===== src/rtl/skpw_ram.sv =====
// skpw_ram: generic single-port-write, single-port-read memory with a
// registered read. No dependencies.
module skpw_ram #(
	parameter int unsigned WIDTH = 8,
	parameter int unsigned DEPTH = 2,
	localparam int unsigned AW = (DEPTH > 1) ? $clog2(DEPTH) : 1
) (
	input  logic             clk,
	input  logic             we,
	input  logic [AW-1:0]    waddr,
	input  logic [WIDTH-1:0] wdata,
	input  logic             re,
	input  logic [AW-1:0]    raddr,
	output logic [WIDTH-1:0] rdata
);

	logic [WIDTH-1:0] mem [DEPTH];

	// write port
	always_ff @(posedge clk) begin
		if (we) begin
			mem[waddr] <= wdata;
		end
	end

	// registered read port
	always_ff @(posedge clk) begin
		if (re) begin
			rdata <= mem[raddr];
		end
	end

endmodule


===== config.mk =====
export PLATFORM = sky130hd
export DESIGN_NAME = skpw_ram
export DESIGN_NICKNAME = d
export VERILOG_FILES = /design/src/rtl/skpw_ram.sv
export SDC_FILE = /design/constraint.sdc
export NUM_CORES = 1
export LEC_CHECK = 0
export BUFFER_PORTS_ARGS = -buffer_cell sky130_fd_sc_hd__buf_2
export CORE_UTILIZATION = 43
export CTS_CLUSTER_DIAMETER = 60
export DETAILED_ROUTE_END_ITERATION = 8
export GPL_TIMING_DRIVEN = 0
export PLACE_DENSITY = 0.69
export REMOVE_ABC_BUFFERS = 1
export SETUP_SLACK_MARGIN = 0.05
export SYNTH_ARGS = -nofsm -noshare
export SYNTH_HDL_FRONTEND = slang
export SYNTH_SLANG_ARGS = --single-unit

===== constraint.sdc =====
create_clock -name clk -period 1 [get_ports clk]
set_clock_uncertainty 0.15 [all_clocks]
set_input_delay 0.15 -clock clk [delete_from_list [all_inputs] [get_ports clk]]
set_output_delay 0.15 -clock clk [all_outputs]
set_load 0.005 [all_outputs]

==> reports/results.txt <==
Status = finished with violations
Failing checks = setup timing
DRC = 0
Inst Count DP = 79
NumNets Final = 80
CP Launch Type = register
Power Density = 1600 nW/um^2
Ys async rst share = 0%
Antenna Cells = 0
GR met1 Demand/Resource = 11.5%
Htree depth = 1
Cell variety after synth = 5
Crit path capture type = primary output
CP max stage delay = 0.37 ns
Initial Utilization = 48.0%
Die Ht = 46.8 microns
Largest area contributor in the netlist = edfxtp_1
CTS sink cnt = 24
CP bufs+invs = 1
Die area = 2190 sq um
Cells on worst reg2reg path = 1
Critical Path AT = 0.80 ns
CTS tree = done
Setup CP Type = reg2out
Pwr Total = 1.75 mW
Final Core Density = 60.5%
GRT Util Overall = 10.7%
Skew-Pair Late Insertion Delay = 0.30 ns
Peak VDD IR = 1.06 mV
Final WL = 1000 microns
Via-to-Cell Ratio = 4.23
Reg-to-Reg Start = mem[0][4]
Area growth, synth to finish = 26.0%
Pin count of the biggest net entering global routing = 13
Hold Path End = rdata[2]
Hold Crit Class = in2reg
Slew HR = 71.6%
I/O Pins = 21
Top Usage Layer GRT = met2
DRT iter0 DRCs = 8
Cell Chain, Critical Path = buf_2
M2 GR Usage = 19.7%
Least-Margin Pin Slew = 0.424 ns
Core area = 1800 sq um
R2R Setup Slk = -0.04 ns
Fin cells = 90
CTS root buf = clkbuf_4
DRT Pass-1 Iters = 4
Drt wl/cell = 11.2 microns
Period utilization = 110%
Final Hold Viols = 0
Congestion Overflow GR = 0
Synth Area per Inst = 24.7 sq um
Number of synthesized register bits = 24
Crit Path Max Fanout = 1
RR Endpoint = rdata[4]
Top post-synthesis cells by area = edfxtp_1 (83%), mux2_4 (14%), buf_6 (1.3%)
Clock Pin Slew Worst Setup and Hold Paths = 0.11 ns
CTS Buf Count = 3
Number of core rows = 15
Post-synth top flop = edfxtp_1
Number of flops mapped to enable cells by yosys = 24
Sequential area share after synthesis = 83.4%
Routed vias = 381
Post-route ant nets = 0
Final setup margin = -0.0955 ns
Most frequent cell after synthesis = edfxtp_1
Setup Viol. Count Final = 16
Largest delay share family, worst path = flip-flops
Post-Syn Area = 865 sq um
Met3 usage = 2.31%
Max cap viols = 0
Slew Limit Fails = 0
Hold depth = 1
Slowest-stage cell, CP = edfxtp_1
Max Freq = 913 MHz
Post-DP Area = 985 sq um
Share of layout cells above drive strength 1 = 49.2%
Unrepaired setup endpoints after global routing = true
Initial antenna violation count = 0
Fin area = 1090 sq um
Post-synth top area share = 83.4%
HP Start = re
Max Buffers Root-to-Sink = 2
Final GP Congestion = 0.606
YS warnings = 0
Post-layout minimum cycle time = 1.10 ns
WP data required = 0.70 ns
First-pass GRT wire length = 1570 microns
Vias in the first global route = 385
Post-Synthesis Cells = 35
Die Wd = 46.8 microns
# port buffers = 20
Commonest cells post-synth = edfxtp_1 (24), mux2_4 (8), and2_1 (1), buf_6 (1), nor2b_1 (1)
Pleak = 0.426 nW
==> metal layers <==
| layer | share of wire (%) | vias up |
|---|---|---|
| met3 | 4.7 | 0 |
| met2 | 51 | 18 |
| met1 | 44 | 167 |
| met5 | 0 | - |
| li1 | - | 196 |
| met4 | 0 | 0 |
==> what timing repair did <==
action,CTS,global route
hold endpoints to repair,16,0
resized for setup,1,0
pin swaps,0,0
hold buffers,8,0
setup endpoints to repair,24,16
buffers inserted,0,0
==> cells in the final DEF, fill, tap and decap left out <==
master / instances
and2_1: 1
buf_2: 20
clkbuf_4: 3
dlygate4sd3_1: 8
edfxtp_1: 24
mux2_4: 8
nor2b_2: 1
==> stage by stage <==
step | hold slack (ns) | setup TNS, ns | setup slack (ns)
2_1_floorplan | 0.0989 | -0.750 | -0.0934
3_3_place_gp | 0.188 | -4.58 | -0.346
3_5_place_dp | 0.192 | -4.46 | -0.348
4_1_cts | 0.0213 | -1.08 | -0.106
5_1_grt | 0.0259 | -1.54 | -0.150
6_report | 0.0182 | -1.00 | -0.0955
==> layout make-up <==
cell class	instances	area [sq um]
timing repair buffer	28	180
tap	25	31.3
clock buffer	3	22.5
sequential	24	721
fill	146	712
multi-input combinational	10	135
==> cells by family after synthesis <==
family                 share of synthesized area [%]
multiplexers                                    13.9
buffers and inverters                           1.30
AND/OR/NAND/NOR                                 1.45
flip-flops                                      83.4
==> state kept, by name, indices dropped and copies added, names as in the netlist <==
register / cells
mem: 16
rdata: 8
==> worst max-delay path by stage <==
| stage | from | end | slack, ns | cells past startpoint |
|---|---|---|---|---|
| after global routing | rdata[1] | rdata[1] | -0.15 | 1 |
| final | rdata[4] | rdata[4] | -0.1 | 1 |
| after global placement | waddr | mem[0][7] | -0.35 | 2 |
| after detailed placement | waddr | mem[0][7] | -0.35 | 2 |
| after floorplan | we | mem[0][0] | -0.09 | 1 |
| after CTS | rdata[4] | rdata[4] | -0.11 | 1 |
==> power breakdown <==
group          total (mW)  switching [mW]  internal, mW
registers            1.20          0.0154          1.19
clock network       0.391           0.251         0.140
logic               0.154          0.0570        0.0970
total                1.75           0.323          1.42
Note: power is estimated with default switching activity, not from simulation.
