[config.mk]
export PLATFORM = sky130hd
export DESIGN_NAME = skpw_div
export DESIGN_NICKNAME = d
export VERILOG_FILES = /design/src/rtl/skpw_pkg.sv /design/src/rtl/skpw_div.sv
export SDC_FILE = /design/constraint.sdc
export NUM_CORES = 1
export LEC_CHECK = 0
export ABC_AREA = 1
export ABC_CLOCK_PERIOD_IN_PS = 17600
export BUFFER_PORTS_ARGS = -buffer_cell sky130_fd_sc_hd__buf_2
export CORE_MARGIN = 3
export CORE_UTILIZATION = 49
export CTS_BUF_LIST = sky130_fd_sc_hd__clkbuf_8
export CTS_CLUSTER_SIZE = 28
export DETAILED_ROUTE_END_ITERATION = 10
export GPL_TIMING_DRIVEN = 1
export HOLD_SLACK_MARGIN = 0.08
export PLACE_DENSITY = 0.72
export SETUP_SLACK_MARGIN = 0.3
export SYNTH_ARGS = -nofsm -noshare
export SYNTH_HDL_FRONTEND = slang
export SYNTH_SLANG_ARGS = --single-unit
[constraint.sdc]
create_clock -name clk -period 17.6 [get_ports clk]
set_input_delay 3.52 -clock clk [delete_from_list [all_inputs] [get_ports clk]]
set_output_delay 3.52 -clock clk [all_outputs]
set_load 0.02 [all_outputs]
[src/rtl/skpw_pkg.sv]
// skpw_pkg: shared constants, register and item codes, divider request and response structs and
// the variable-byte length function for the multilevel skip point writer.
// No dependencies.
package skpw_pkg;

	// default depth of the per-level store
	localparam int unsigned DEF_MAX_LEVELS = 8;

	// field widths
	localparam int unsigned DOC_W      = 32;
	localparam int unsigned OFS_W      = 64;
	localparam int unsigned BYTES_W    = 32;
	localparam int unsigned COUNT_W    = 32;
	localparam int unsigned LEVEL_W    = 3;
	localparam int unsigned INTERVAL_W = 9;
	localparam int unsigned MAXLEV_W   = 4;
	localparam int unsigned LEN_W      = 4;

	// configuration port
	localparam int unsigned CFG_IDX_W  = 1;
	localparam int unsigned CFG_DATA_W = INTERVAL_W;
	localparam logic [CFG_IDX_W-1:0] REG_SKIP_INTERVAL = 1'd0;
	localparam logic [CFG_IDX_W-1:0] REG_MAX_LEVELS    = 1'd1;

	// configuration reset values
	localparam logic [INTERVAL_W-1:0] RST_SKIP_INTERVAL = 9'd16;
	localparam logic [MAXLEV_W-1:0]   RST_MAX_LEVELS    = 4'd8;

	// request kinds
	localparam logic KIND_ADD   = 1'b0;
	localparam logic KIND_CLEAR = 1'b1;

	// per-level entry layout: last doc, last posting offset, last position offset, bytes
	localparam int unsigned ENTRY_W = DOC_W + OFS_W + OFS_W + BYTES_W;

	// divider: bits retired per cycle and steps per division
	localparam int unsigned DIV_STEP_BITS = 4;
	localparam int unsigned DIV_STEPS     = COUNT_W / DIV_STEP_BITS;
	localparam int unsigned DIV_CNT_W     = $clog2(DIV_STEPS);

	typedef struct packed {
		logic                  start;
		logic [COUNT_W-1:0]    dividend;
		logic [INTERVAL_W-1:0] divisor;
	} div_req_t;

	typedef struct packed {
		logic                  done;
		logic [COUNT_W-1:0]    quotient;
		logic [INTERVAL_W-1:0] remainder;
	} div_rsp_t;

	// length of a value in 7-bit groups, at least one
	function automatic logic [LEN_W-1:0] leb_len(input logic [OFS_W-1:0] v);
		logic [LEN_W-1:0] n;
		n = LEN_W'(1);
		for (int k = 1; k < 10; k++) begin
			if ((v >> (7 * k)) != '0) begin
				n = LEN_W'(k + 1);
			end
		end
		return n;
	endfunction

endpackage

[src/rtl/skpw_div.sv]
// skpw_div: radix-16 restoring divider of the point count by the skip
// interval, four quotient bits a cycle. Depends on skpw_pkg.
module skpw_div import skpw_pkg::*; (
	input  logic     clk,
	input  logic     arst_n,
	input  div_req_t req,
	output div_rsp_t rsp
);

	logic                  busy_q;
	logic                  done_q;
	logic [DIV_CNT_W-1:0]  cnt_q;
	logic [COUNT_W-1:0]    work_q;
	logic [INTERVAL_W-1:0] rem_q;
	logic [INTERVAL_W-1:0] dvs_q;
	logic [COUNT_W-1:0]    work_d;
	logic [INTERVAL_W-1:0] rem_d;

	// four compare-subtract steps on the narrow remainder
	always_comb begin
		logic [INTERVAL_W:0] t;
		work_d = work_q;
		rem_d  = rem_q;
		for (int i = 0; i < DIV_STEP_BITS; i++) begin
			t      = {rem_d, work_d[COUNT_W-1]};
			work_d = {work_d[COUNT_W-2:0], 1'b0};
			if (t >= {1'b0, dvs_q}) begin
				rem_d     = INTERVAL_W'(t - {1'b0, dvs_q});
				work_d[0] = 1'b1;
			end else begin
				rem_d = t[INTERVAL_W-1:0];
			end
		end
	end

	// control
	always_ff @(posedge clk or negedge arst_n) begin
		if (!arst_n) begin
			busy_q <= 1'b0;
			done_q <= 1'b0;
			cnt_q  <= '0;
		end else begin
			done_q <= 1'b0;
			if (req.start) begin
				busy_q <= 1'b1;
				cnt_q  <= '0;
			end else if (busy_q) begin
				cnt_q <= cnt_q + 1'b1;
				if (cnt_q == DIV_CNT_W'(DIV_STEPS - 1)) begin
					busy_q <= 1'b0;
					done_q <= 1'b1;
				end
			end
		end
	end

	// operands and partial results
	always_ff @(posedge clk) begin
		if (req.start) begin
			work_q <= req.dividend;
			rem_q  <= '0;
			dvs_q  <= req.divisor;
		end else if (busy_q) begin
			work_q <= work_d;
			rem_q  <= rem_d;
		end
	end

	assign rsp.done      = done_q;
	assign rsp.quotient  = work_q;
	assign rsp.remainder = rem_q;

`ifndef SYNTHESIS
	// a new division never starts on top of a running one
	assert property (@(posedge clk) disable iff (!arst_n) req.start |-> !busy_q)
		else $error("divider restarted while busy");
	// done follows the last step of a busy period
	assert property (@(posedge clk) disable iff (!arst_n) done_q |-> $past(busy_q))
		else $error("divider done without a busy period");
	// a zero divisor is never taken
	assert property (@(posedge clk) disable iff (!arst_n) req.start |-> req.divisor != '0)
		else $error("divider started with zero divisor");
`endif

endmodule

==> results of run 1 <==
==> area by class of cell <==
cell class                 instances  share of cell area
timing repair buffer              87              0.0872
multi-input combinational        451               0.498
clock inverter                     2             0.00347
clock buffer                       6              0.0163
inverter                          86              0.0639
tap                              108              0.0267
sequential                        55               0.304
==> layout by cell type, fill, tap and decap left out, types with 2 or more instances in the layout <==
cell / count
sky130_fd_sc_hd__nand3b_1: 2
sky130_fd_sc_hd__nand3_4: 3
sky130_fd_sc_hd__clkbuf_8: 6
sky130_fd_sc_hd__edfxtp_1: 41
sky130_fd_sc_hd__nand4_1: 5
sky130_fd_sc_hd__o21ai_1: 2
sky130_fd_sc_hd__inv_1: 84
sky130_fd_sc_hd__a21oi_4: 2
sky130_fd_sc_hd__fa_1: 4
sky130_fd_sc_hd__buf_4: 2
sky130_fd_sc_hd__a22o_1: 2
sky130_fd_sc_hd__a21oi_1: 20
sky130_fd_sc_hd__nand2_1: 234
sky130_fd_sc_hd__nand3_2: 3
sky130_fd_sc_hd__nor3_1: 5
sky130_fd_sc_hd__o21ai_0: 9
sky130_fd_sc_hd__xnor2_1: 11
sky130_fd_sc_hd__nand3_1: 57
sky130_fd_sc_hd__a31oi_1: 6
sky130_fd_sc_hd__ha_1: 38
sky130_fd_sc_hd__buf_2: 85
sky130_fd_sc_hd__dfrtp_1: 5
sky130_fd_sc_hd__nand2_2: 5
sky130_fd_sc_hd__nor2_1: 20
sky130_fd_sc_hd__xor2_1: 12
sky130_fd_sc_hd__dfxtp_1: 9
sky130_fd_sc_hd__a21o_1: 3
==> cells by family after synthesis <==
logic type / after synthesis / share of synthesized area
buf+inv: 101 / 0.0927
simple gates: 337 / 0.326
xor+xnor: 23 / 0.0451
compound gates: 49 / 0.0680
fa+ha+maj: 42 / 0.124
flops: 55 / 0.344
==> critical path, delay by kind of cell, from the launching register on <==
kind | cells | cell delay [ns]
flip-flops | 1 | 0.54
buffers and inverters | 6 | 0.47
AO/OA/AOI/OAI | 10 | 2.45
AND/OR/NAND/NOR | 20 | 2.63
adder cells (fa/ha/maj) | 5 | 1.61
==> metal layers <==
metal  wire length (um)  share of wire  global-route usage
met5                  0              0                   0
met4                173          0.014              0.0450
met3                642          0.053              0.0337
met2               5730           0.47               0.421
met1               5570           0.46               0.332
==> metrics by stage <==
step           area [um^2]   util  hold WS [ns]
6_report              5050  0.574         0.527
3_5_place_dp          4950  0.563         0.504
4_1_cts               5050  0.574         0.521
2_1_floorplan         4470      -         0.483
3_3_place_gp          4950  0.563         0.493
5_1_grt               5050  0.574         0.545
==> worst min path at each step <==
stage                                  to  slack (ns)
floorplan            cnt_q[1]$_DFFE_PN0P_        0.48
global placement    rem_q[8]$_SDFFE_PP0P_        0.49
detailed placement  rem_q[8]$_SDFFE_PP0P_        0.50
CTS                 rem_q[8]$_SDFFE_PP0P_        0.52
global route        rem_q[8]$_SDFFE_PP0P_        0.55
finish              rem_q[8]$_SDFFE_PP0P_        0.53
==> flip-flops by register name, indices dropped and copies added, names as in the netlist <==
signal  flops
done_q      1
busy_q      1
dvs_q       9
rem_q       9
work_q     32
cnt_q       3
==> qor.yml, run 1 <==
outcome:
  status: "finished clean"
layout:
  final.fill_count: 856
  finalNonFillerCells: 795
  ff_latch_area_um2: 1540
  multi_input_area_um2: 2520
  finalNetCount: 772
  drive_gt1_frac: 0.163
  synthToLayoutAreaGrowth_pct: 13.1
  antenna_cells: 0
worst_setup_path:
  crit_path_start_kind: "flop"
  crit_path_to: "work_q[0]$_DFFE_PP_"
  crit_required_ns: 17.65
  reg2regPathDepth: 41
  worst_path_largest_cell_delay_ns: 0.77
  timing.critical_path.to_type: "flop"
  timing.critical_path.slowest_stage_cell: "sky130_fd_sc_hd__a21boi_1"
  worst_r2r_startpoint: "dvs_q[0]$_DFFE_PP_"
  path_common_cell: "sky130_fd_sc_hd__nand2_1"
  rr_endpoint: "work_q[0]$_DFFE_PP_"
  critPathLaunch: "dvs_q[0]$_DFFE_PP_"
  critPathArrivalTime_ns: 8.05
  path_max_fanout: 11
  setup.reg_to_reg.worst_slack_ns: 9.60
  worstSetupPathType: "reg -> reg"
clock_network:
  ctsLongestPathBuffers: 2
  post_cts_resize_count: 0
  cts-root-buf: "sky130_fd_sc_hd__clkbuf_8"
  cts_buffers: 5
  clock-sinks: 55
  clock_tree_from_tritoncts: "built"
  cts.reportedPaths.clkPinSlew_ns: 0.11
  h-tree-depth: 2
  clock_insertion_delay_worst_skew_ns: 0.32
  cts_setup_buffers: 0
  postCtsHoldBufs: 0
drt:
  detail_route.first_pass.iterations: 5
  routedWlPerCell_um: 15.2
  route.antenna.remaining_nets: 0
  vias_per_cell: 5.29
  detail_route.drc_violations: 0
  drt_first_iter_violations: 218
  via_count: 4206
  detail_route.wirelength_um: 12100
sta:
  tightest_slew_ns: 1.03
  finalHoldViolations: 0
  finalWorstSetupSlack_ns: 9.60
  grt_setup_unrepaired: "no"
  slew_violations: 0
  setup_total_negative_slack_ns: 0
  timing.final.crit_period_ns: 8.00
  final_clock_skew_ns: 0.0105
  finalSetupViolCount: 0
  timing.slew.headroom: 0.312
  layout_worst_path_cycle_share: 0.455
  max_clock_freq_mhz: 125
global_route:
  grt-ovfl-total: 0
  grt_first_pass_wirelength_um: 19900
  vias_in_the_first_global_route: 4130
  initial_antenna_violation_count: 0
  grt.total_usage: 0.244
  grt_max_degree: 45
placed_design:
  numPortBuffers: 85
  gpl.final_weighted_congestion: 0.976
  place.detailed.hpwl_um: 9770
  dp_cells: 787
  placement_setup_slack_ns: 9.73
synth:
  synth_largest_area_cell: "sky130_fd_sc_hd__edfxtp_1"
  synth-main-ff-cell: "sky130_fd_sc_hd__edfxtp_1"
  synth_top_cells_by_count: "234 x sky130_fd_sc_hd__nand2_1, 84 x sky130_fd_sc_hd__inv_1, 57 x sky130_fd_sc_hd__nand3_1"
  seq_area_frac_synth: 0.344
  cells_after_synthesis: 607
  synthDistinctLibCells: 38
  mappedNetlistNets: 693
  ys_top_cells_by_area: "sky130_fd_sc_hd__edfxtp_1 28%, sky130_fd_sc_hd__nand2_1 20%, sky130_fd_sc_hd__ha_1 11%"
  synth_edf_count: 41
  post-synth-top-count-cell: "sky130_fd_sc_hd__nand2_1"
  yosys_register_bits: 55
  yosysWarnings: 0
  post_synthesis_async_set_or_reset_flop_share: 0.0909
  synth_largest_type_area_fraction: 0.275
  avgSynthCellArea_um2: 7.36
  post_synth_instance_area_um2: 4470
floorplan:
  start_util: 0.508
  die_x_um: 102
  boundaryPins: 86
  number_of_standard_cell_rows_in_the_floorplan: 34
  die_h_um: 102
  dieArea_um2: 10300
  core-area_um2: 8810
hold_path:
  hp-class: "reg -> reg"
  min_from: "rem_q[8]$_SDFFE_PP0P_"
  worst_hold_path.num_cells: 2
job:
  maxCapViolations: 0
Power of run 1 is left out: the tool's default activity adds up to more than one toggle a clock period on the data nets, which glitch-free logic cannot reach.
==> inputs of run 2 (changes only) <==
--- a/config.mk
+++ b/config.mk
@@ -6,7 +6,7 @@
 export NUM_CORES = 1
 export LEC_CHECK = 0
 export ABC_AREA = 1
-export ABC_CLOCK_PERIOD_IN_PS = 17600
+export ABC_CLOCK_PERIOD_IN_PS = 7300
 export BUFFER_PORTS_ARGS = -buffer_cell sky130_fd_sc_hd__buf_2
 export CORE_MARGIN = 3
 export CORE_UTILIZATION = 49
@@ -15,7 +15,7 @@
 export DETAILED_ROUTE_END_ITERATION = 10
 export GPL_TIMING_DRIVEN = 1
 export HOLD_SLACK_MARGIN = 0.08
-export PLACE_DENSITY = 0.72
+export PLACE_DENSITY = 0.75
 export SETUP_SLACK_MARGIN = 0.3
 export SYNTH_ARGS = -nofsm -noshare
 export SYNTH_HDL_FRONTEND = slang
==> constraint.sdc (replaced) <==
create_clock -name clk -period 7.3 [get_ports clk]
set_input_delay 1.46 -clock clk [delete_from_list [all_inputs] [get_ports clk]]
set_output_delay 1.46 -clock clk [all_outputs]
set_load 0.02 [all_outputs]
==> qor.yml, run 2 (synthesized netlist as in run 1, its figures left out) <==
floorplan:
  core-area_um2: 8810  # unchanged
  start_util: 0.508  # unchanged
  die_h_um: 102  # unchanged
  die_x_um: 102  # unchanged
  boundaryPins: 86  # unchanged
  number_of_standard_cell_rows_in_the_floorplan: 34  # unchanged
  dieArea_um2: 10300  # unchanged
layout:
  final_cell_area_um2: 5300  # +4.9%
  synthToLayoutAreaGrowth_pct: 18.6
  most_common_cell_after_layout_fill_and_taps_aside: "sky130_fd_sc_hd__nand2_1"
  finalNonFillerCells: 816  # +2.6%
  antenna_cells: 0  # unchanged
  reg.largest.list: "work_q (32), dvs_q (9), rem_q (9)"
  finalNetCount: 793  # +2.7%
  final.fill_count: 845  # -1.3%
  largest_register_ff_count: 32  # unchanged
  drive_gt1_frac: 0.216  # +0.0531
  register_bank_with_the_most_flops: "work_q"
  most-common-layout-cells: "232 x sky130_fd_sc_hd__nand2_1, 85 x sky130_fd_sc_hd__buf_2, 81 x sky130_fd_sc_hd__inv_1"
global_route:
  globalRoute.busiestLayer: "met2"
  initial_antenna_violation_count: 1  # +1
  grt_first_pass_wirelength_um: 20100  # +0.90%
  vias_in_the_first_global_route: 4132  # +0.048%
  grt-ovfl-total: 0  # unchanged
  grt_max_degree: 44  # -2.2%
  grt_util_met2: 0.401  # -0.0196
  met3_layer_usage_reported_by_global_route: 0.0613  # +0.0275
  met1_usage: 0.335  # +0.00289
  grt.total_usage: 0.250  # +0.00584
worst_setup_path:
  worstSetupPathType: "reg -> reg"
  timing.critical_path.slowest_stage_cell: "sky130_fd_sc_hd__edfxtp_1"
  crit_path_start_kind: "flop"
  crit_required_ns: 7.34  # -10.31 ns
  path_common_cell: "sky130_fd_sc_hd__nand2_1"
  timing.critical_path.to_type: "flop"
  worst_path_largest_cell_delay_ns: 0.51  # -0.26 ns
  critPathArrivalTime_ns: 6.57  # -1.48 ns
  path_max_fanout: 11  # unchanged
sta:
  tightest_slew_ns: 0.988  # -0.0374 ns
  timing.final.crit_period_ns: 6.53  # -1.47 ns
  final_clock_skew_ns: 0.0103  # -0.000258 ns
  timing.slew.headroom: 0.337  # +0.0251
  setup_total_negative_slack_ns: 0  # unchanged
  finalHoldViolations: 0  # unchanged
  final.hold.worst_slack_ns: 0.517  # -0.00998 ns
  slew_violations: 0  # unchanged
  max_clock_freq_mhz: 153  # +23%
  layout_worst_path_cycle_share: 0.894  # +0.440
  grt_setup_unrepaired: "no"
  finalSetupViolCount: 0  # unchanged
drt:
  detail_route.first_pass.iterations: 5  # unchanged
  drt_first_iter_violations: 300  # +38%
  detail_route.drc_violations: 0  # unchanged
  vias_per_cell: 5.36  # +1.3%
  route.antenna.remaining_nets: 0  # unchanged
  routedWlPerCell_um: 15.6  # +2.3%
  via_count: 4372  # +3.9%
  detail_route.wirelength_um: 12700  # +5.0%
placed_design:
  place.detailed.hpwl_um: 10100  # +3.0%
  dp_cells: 795  # +1.0%
  gpl.final_weighted_congestion: 1.00  # +2.5%
  placement.cell_area_um2: 5010  # +1.2%
  numPortBuffers: 85  # unchanged
clock_network:
  cts.reportedPaths.clkPinSlew_ns: 0.10  # about the same
  clock_tree_from_tritoncts: "built"
  ctsLongestPathBuffers: 2  # unchanged
  cts_buffers: 5  # unchanged
  clock-sinks: 55  # unchanged
  clock_insertion_delay_worst_skew_ns: 0.32  # about the same
  cts-root-buf: "sky130_fd_sc_hd__clkbuf_8"
  h-tree-depth: 2  # unchanged
  postCtsHoldBufs: 0  # unchanged
job:
  maxCapViolations: 0  # unchanged
hold_path:
  hp-class: "reg -> reg"
outcome:
  status: "finished clean"
-- run 2: cell count changes in the layout (fill, tap and decap cells not counted), sizes merged --
cell / delta
buf: +19
clkinvlp: +2
inv: -2
a21oi: +1
nand4: +1
clkbuf: -1
clkinv: +1
-- run 2: metal layers --
| metal | vias to the layer above | share of wire |
|---|---|---|
| li1 | 2156 | - |
| met1 | 2027 | 0.43 |
| met2 | 154 | 0.46 |
| met3 | 33 | 0.078 |
| met4 | 2 | 0.028 |
| met5 | - | 0.00086 |
-- run 2: worst max-delay path: cells and delay by family (launching register included) --
family	cells	cell delay [ns]
adders and majority gates	5	1.72
buffers and inverters	7	0.70
and+or+nand+nor	21	2.13
DFF	1	0.51
AOI/OAI and AO/OA	8	1.23
-- run 2: repair_timing --
action | 4_1_cts | 5_1_grt
setup buffers | 0 | 11
gates resized for setup | 1 | 25
setup endpoints to repair | 8 | 10
pin swaps | 0 | 5
cloned | 0 | 2
-- run 2: worst paths after layout --
kind	from	to	slack, ns	depth (start not counted)
max in group asynchronous	arst_n	busy_q$_DFF_PN0_	6.24	1
max reg2reg	dvs_q[0]$_DFFE_PP_	work_q[0]$_DFFE_PP_	0.77	41
min in group asynchronous	arst_n	done_q$_DFF_PN0_	0.94	1
min	rem_q[1]$_SDFFE_PP0P_	rem_q[1]$_SDFFE_PP0P_	0.52	2
max	dvs_q[0]$_DFFE_PP_	work_q[0]$_DFFE_PP_	0.77	41
min reg2reg	rem_q[1]$_SDFFE_PP0P_	rem_q[1]$_SDFFE_PP0P_	0.52	2
-- run 2: area by class of cell --
class                           count  area (um^2)  share of cell area
Tap cell                          108          135              0.0255
Clock buffer                        5         68.8              0.0130
Clock inverter                      3         27.5             0.00519
Sequential cell                    55         1540               0.290
Timing Repair Buffer              106          583               0.110
Multi-Input combinational cell    453         2620               0.495
Inverter                           86          327              0.0616
-- run 2: through the flow --
stage,utilization,setup WS (ns)
global route,0.602,0.329
detailed placement,0.569,0.240
finish,0.602,0.771
global placement,0.569,0.502
floorplan,-,0.906
CTS,0.581,0.337
Power of run 2 is left out for the same reason.
